File: src/pej_pkg.sv
// Package for the 3D point smoother: payload structs, status codes,
// register indexes, reset values and datapath widths. No dependencies.
`timescale 1ns / 1ps

package pej_pkg;

	// Datapath widths
	localparam int COORD_W    = 24;
	localparam int WEIGHT_W   = 17;
	localparam int LIMIT_W    = 23;
	localparam int COUNT_W    = 8;
	localparam int LIM2_W     = 2 * LIMIT_W;
	localparam int DIST_W     = 50;
	localparam int CFG_DATA_W = 23;
	localparam int CFG_IDX_W  = 2;

	// Register indexes
	localparam logic [CFG_IDX_W-1:0] REG_SMOOTHING_WEIGHT = 2'd0;
	localparam logic [CFG_IDX_W-1:0] REG_JUMP_LIMIT       = 2'd1;
	localparam logic [CFG_IDX_W-1:0] REG_REACQUIRE_COUNT  = 2'd2;

	// Register reset values
	localparam logic [WEIGHT_W-1:0] SMOOTHING_WEIGHT_RST = 17'd19661;
	localparam logic [LIMIT_W-1:0]  JUMP_LIMIT_RST       = 23'd39322;
	localparam logic [COUNT_W-1:0]  REACQUIRE_COUNT_RST  = 8'd3;

	// Arithmetic constants
	localparam logic [WEIGHT_W-1:0] WEIGHT_ONE = 17'd65536;
	localparam logic [COUNT_W-1:0]  COUNT_MAX  = 8'd255;
	localparam int                  FRAC_BITS  = 16;

	typedef logic signed [COORD_W-1:0] coord_t;

	typedef enum logic [1:0] {
		STATUS_SEEDED     = 2'd0,
		STATUS_SMOOTHED   = 2'd1,
		STATUS_HELD       = 2'd2,
		STATUS_REACQUIRED = 2'd3
	} status_t;

	typedef struct packed {
		coord_t x;
		coord_t y;
		coord_t z;
	} point_t;

	typedef struct packed {
		coord_t point_x;
		coord_t point_y;
		coord_t point_z;
	} pej_in_t;

	typedef struct packed {
		coord_t  filtered_x;
		coord_t  filtered_y;
		coord_t  filtered_z;
		status_t status;
	} pej_out_t;

endpackage

File: src/pej_blend.sv
// One axis of the smoothing update: f + round(w * (p - f)) with w in Q1.16,
// rounded half up. Depends on pej_pkg.
`timescale 1ns / 1ps

module pej_blend (
	input  pej_pkg::coord_t                 point,
	input  pej_pkg::coord_t                 filt,
	input  logic [pej_pkg::WEIGHT_W-1:0]    weight,
	output pej_pkg::coord_t                 blended
);
	import pej_pkg::*;

	localparam int PROD_W = COORD_W + 1 + WEIGHT_W + 1;
	localparam int STEP_W = PROD_W - FRAC_BITS;

	logic signed [COORD_W:0]   diff;
	logic signed [PROD_W-1:0]  prod;
	logic signed [PROD_W-1:0]  rnd;
	logic signed [STEP_W-1:0]  step;
	logic signed [STEP_W-1:0]  sum;

	assign diff = {point[COORD_W-1], point} - {filt[COORD_W-1], filt};
	assign prod = diff * $signed({1'b0, weight});

	// Add one half LSB, then floor by dropping the fraction bits
	assign rnd  = prod + $signed(PROD_W'(1) <<< (FRAC_BITS - 1));
	assign step = $signed(rnd[PROD_W-1:FRAC_BITS]);

	// The result lies between filt and point, so it fits back into a coordinate
	assign sum     = $signed({{(STEP_W-COORD_W){filt[COORD_W-1]}}, filt}) + step;
	assign blended = sum[COORD_W-1:0];

endmodule

File: config.mk
export PLATFORM = sky130hd
export DESIGN_NAME = pej_blend
export DESIGN_NICKNAME = d
export VERILOG_FILES = /design/src/pej_pkg.sv /design/src/pej_blend.sv
export SDC_FILE = /design/constraint.sdc
export NUM_CORES = 1
export LEC_CHECK = 0
export BUFFER_PORTS_ARGS = -buffer_cell sky130_fd_sc_hd__buf_2
export CORE_MARGIN = 1.5
export CORE_UTILIZATION = 70
export DETAILED_ROUTE_END_ITERATION = 8
export PLACE_DENSITY = 0.9
export SYNTH_ARGS = -nofsm -noshare
export SYNTH_HDL_FRONTEND = slang
export SYNTH_SLANG_ARGS = --single-unit
File: constraint.sdc
create_clock -name vclk -period 38.7
set_input_delay 5.805 -clock vclk [all_inputs]
set_output_delay 5.805 -clock vclk [all_outputs]
set_load 0.05 [all_outputs]
==> run metrics, run 1 <==
Final period util=between 50% and 60%; Worst path slowest cell=a21oi_4; worst path bufs/invs=7; post-synthesis sequential area ratio=0%; Post-CTS Setup Repair Bufs=0; Tightest Pin Transition=1160 ps; total I/O pin count=89; RSZ-0062 raised after global routing=false; total number of vias=13300; Slew Viols, Final=0; Hold Startpoint=filt[0]; arrival time worst endpoint=16460 ps; endpoint class of the critical path=output port; # rows=56; crit path launch type=input pin; number of antenna diodes=0; drt drc=0; area of the core=23700 sq um; grt total ovfl=0; largest net degree at the start of global routing=39; most used cell, CP=fa_1; Die Y=159 microns; Min Hold Slack=12100 ps; top cells by area, synth=fa_1 (47%), ha_1 (12%), inv_1 (11%); synth warn=0; top-area cell type share of the netlist area=46.6%; worst relative slew slack=22.5%; Worst Setup SP=point[0]; gr usage total=35.2%; initial DRC count=788; synthesis-to-layout area growth=4.52%; routability cong.=0.928; largest area contributor in the netlist=fa_1; vias in the first global route=15200; commonest non-fill, non-tap cell in the layout=inv_1; Syn Nets=2575; Resized cells post-CTS=0; first drt pass iteration count=7; Nets=between 2000 and 3000; Distinct cells, synth=64; initial antenna violation count=0; max-cap check violation count=0; Post-Route M1 WL=between 15000 and 20000 microns; HPWL Detailed=35300 microns; layout cells sized above 1=6.57%; FMAX=around 45 MHz; setup violators final=0; Die W=159 microns; Routed WL=42300 microns; Initial Util=between 70% and 80%; mapped cell area=17000 sq um; Largest stage delay, worst path=~630 ps; FFs & Latches=0; final core occ=75.2%; register area=0 sq um; first-pass GRT wire length=roughly 71000 microns; Mean Syn Cell Area=slightly below 9 sq um; vias per cell=5.77; Final Hold Violating Endpoints=0; wire per inst=about 18 microns; cell family with most CP delay=compound AO/OA/AOI/OAI gates; Mapped Cells=1945; status=completed; IO buf count=89; Met3 Routed Length=approximately 3000 microns; commonest cells after routing, fill and taps aside=inv_1 (494), fa_1 (397), and2_1 (221); Antenna Violating Nets Remaining=0; CLK BUF=0; CP Max Fanout=17; minimum clock period=22270 ps; hold_buf cts=0; met2 WL post-DR=21900 microns; critical path class=input pin to output port; die area=25300 sq um; Hold WC Path Type=input pin to output port; Worst EP required=32900 ps; Setup TNS Final=0 ps; top layer in use=met4
-- area by class of cell --
class | instances | area, sq um
inverter | 494 | 1850
timing repair buffer | 104 | 558
multi-input combinational | 1382 | 15000
fill | 1551 | 5870
tap | 319 | 399
-- cells by family (layout without fill, tap and decap cells) --
| family | after synthesis | in the layout | synth area share, % |
|---|---|---|---|
| buf+inv | 563 | 598 | 12.5 |
| mux | 18 | 18 | 1.09 |
| xor+xnor | 70 | 70 | 3.72 |
| simple gates | 573 | 573 | 17.6 |
| fa+ha+maj | 565 | 565 | 59.0 |
| compound gates | 156 | 156 | 6.16 |
-- tightest hold or removal path: stages --
cell   delay, ps
buf_2        100
ha_1         140
buf_2        260
-- Yosys cell counts, drive strengths merged, types with 14 or more instances --
cell type,number
inv,494
fa,397
and2,221
nand2,185
ha,168
clkbuf,59
xnor2,55
a21oi,51
nor2,51
nand2b,30
nor2b,30
a21o,25
o21ai,23
o21a,19
nor3,18
xor2,14
-- through the flow --
stage / instance area, sq um / worst slack, ps / std cells
finish: 17800 / 16430 / 2299
global route: 17800 / 15720 / 2299
CTS: 17800 / 16520 / 2299
detailed placement: 17800 / 16560 / 2299
global placement: 17800 / 16810 / 2299
floorplan: 17000 / 17660 / 1945
-- routing by layer --
metal  track usage [%]  up-vias
met2              64.1      635
li1                  -     5810
met5                 0        -
met1              40.4     6642
met4              17.8        0
met3              4.87      189
-- path summary, 6_finish.rpt --
path / to / depth (start not counted)
setup / recovery: blended[23] / 44
hold / removal: blended[0] / 3
Power of run 1 is not shown: default switching activity piles up to over one toggle a cycle in this logic, so the estimate is an artifact.
==> run 2, diff against run 1 <==
- ABC_AREA: unset -> 1
- CORE_UTILIZATION: 70 -> 60
- PLACE_DENSITY: 0.9 -> 0.81
- clock period: 38.7 -> 18.91 ns (I/O delays scaled with it)
==> run metrics, run 2 <==
post-synthesis sequential area ratio=0%; status=completed; Mean Syn Cell Area=7.83 sq um; placed cell area=17900 sq um; commonest non-fill, non-tap cell in the layout=inv_1; Die W=172 microns; setup violators final=0; endpoint class of the critical path=output port; routability cong.=1.02; minimum clock period=15770 ps; Tightest Pin Transition=1050 ps; most frequent cell after synthesis=inv_1; total I/O pin count=89; top cells by area, synth=fa_1 (46%), inv_1 (13%), ha_1 (12%); Synth top cells by count=inv_1 (600), fa_1 (397), nand2_1 (315); Worst path slowest cell=xor2_1; initial DRC count=roughly 1300; synth warn=0; FFs & Latches=0; Mapped Cells=2193; first drt pass iteration count=7; register area=0 sq um; Largest stage delay, worst path=around 540 ps; Post-CTS Setup Repair Bufs=0; IO buf count=~90; largest area contributor in the netlist=fa_1; critical path class=input pin to output port; Resized cells post-CTS=0; fill count=between 2000 and 2500; drt drc=0; layout cells sized above 1=6.34%; CLK BUF=0; most used cell, CP=inv_1; Final period util=around 83%; FMAX=between 60 and 70 MHz; Worst EP required=16070 ps; hold_buf cts=0; number of antenna diodes=0; die area=29600 sq um; wire per inst=around 19 microns; Syn Nets=~2800; initial antenna violation count=1; Slew Viols, Final=0; HPWL Detailed=roughly 42000 microns; vias per cell=5.51; Die Y=172 microns; gr usage total=34.7%; vias in the first global route=15200; mapped cell area=17200 sq um; commonest cells after routing, fill and taps aside=inv_1 (600), fa_1 (397), nand2_1 (315); Nets=2872; worst relative slew slack=30.2%; # rows=61; grt total ovfl=0; worst path bufs/invs=10; area of the core=27900 sq um; Antenna Violating Nets Remaining=0; Final Cell Area=about 18000 sq um; largest net degree at the start of global routing=25; Routed WL=48500 microns; CP Max Fanout=11; Initial Util=61.5%; RSZ-0062 raised after global routing=false; total number of vias=around 14000; max-cap check violation count=0; Hold WC Path Type=input pin to output port; synthesis-to-layout area growth=4.38%; Final Hold Violating Endpoints=0; Distinct cells, synth=44; Setup TNS Final=0 ps; arrival time worst endpoint=12940 ps; first-pass GRT wire length=77800 microns; cell family with most CP delay=adder cells; crit path launch type=input pin; top-area cell type share of the netlist area=a little under half
## run 2: cell types whose count changed after synthesis, sizes merged, moves of 25 or more
| cell | delta |
|---|---|
| a21oi | +30 |
| and2 | -220 |
| inv | +107 |
| nand2 | +143 |
| nand2b | -30 |
| nand3 | +45 |
| nor2 | +258 |
| nor2b | -30 |
| xnor2 | -25 |
| xor2 | +29 |
## run 2: metal layers
layer | share of wire (%) | vias up | global-route usage, %
met2 | 47 | 722 | 57.5
met3 | 10 | 184 | 8.19
met1 | 36 | 7045 | 42.3
li1 | - | 6472 | -
met4 | 6.2 | 0 | 18.1
met5 | 0 | - | 0
## run 2: area by class of cell
cell class	count	area, sq um	area share (%)
tap	378	473	2.64
multi-input combinational	1534	14600	81.7
timing repair buffer	99	520	2.90
inverter	607	2280	12.7
## run 2: stage by stage
step / setup WS, ps / util, % / std cells / hold slack [ps]
finish: 3140 / 64.1 / 2618 / 6140
global route: 2490 / 64.1 / 2618 / 6170
CTS: 3330 / 64.1 / 2618 / 6150
detailed placement: 3350 / 64.1 / 2618 / 6150
global placement: 3410 / 64.1 / 2618 / 6150
floorplan: 4720 / - / 2193 / 6050
## run 2: final timing paths
check,start,to,cells past startpoint
hold / removal,filt[0],blended[0],3
setup / recovery,point[0],blended[19],44
## run 2: logic make-up after synthesis
family	after synthesis	share of synthesized area, %
AOI/OAI and AO/OA	152	5.07
buffers and inverters	659	14.7
xor gates and xnor gates	73	3.77
adders and majority gates	565	58.5
and+or+nand+nor	744	17.9
Power of run 2 is left out for the same reason.
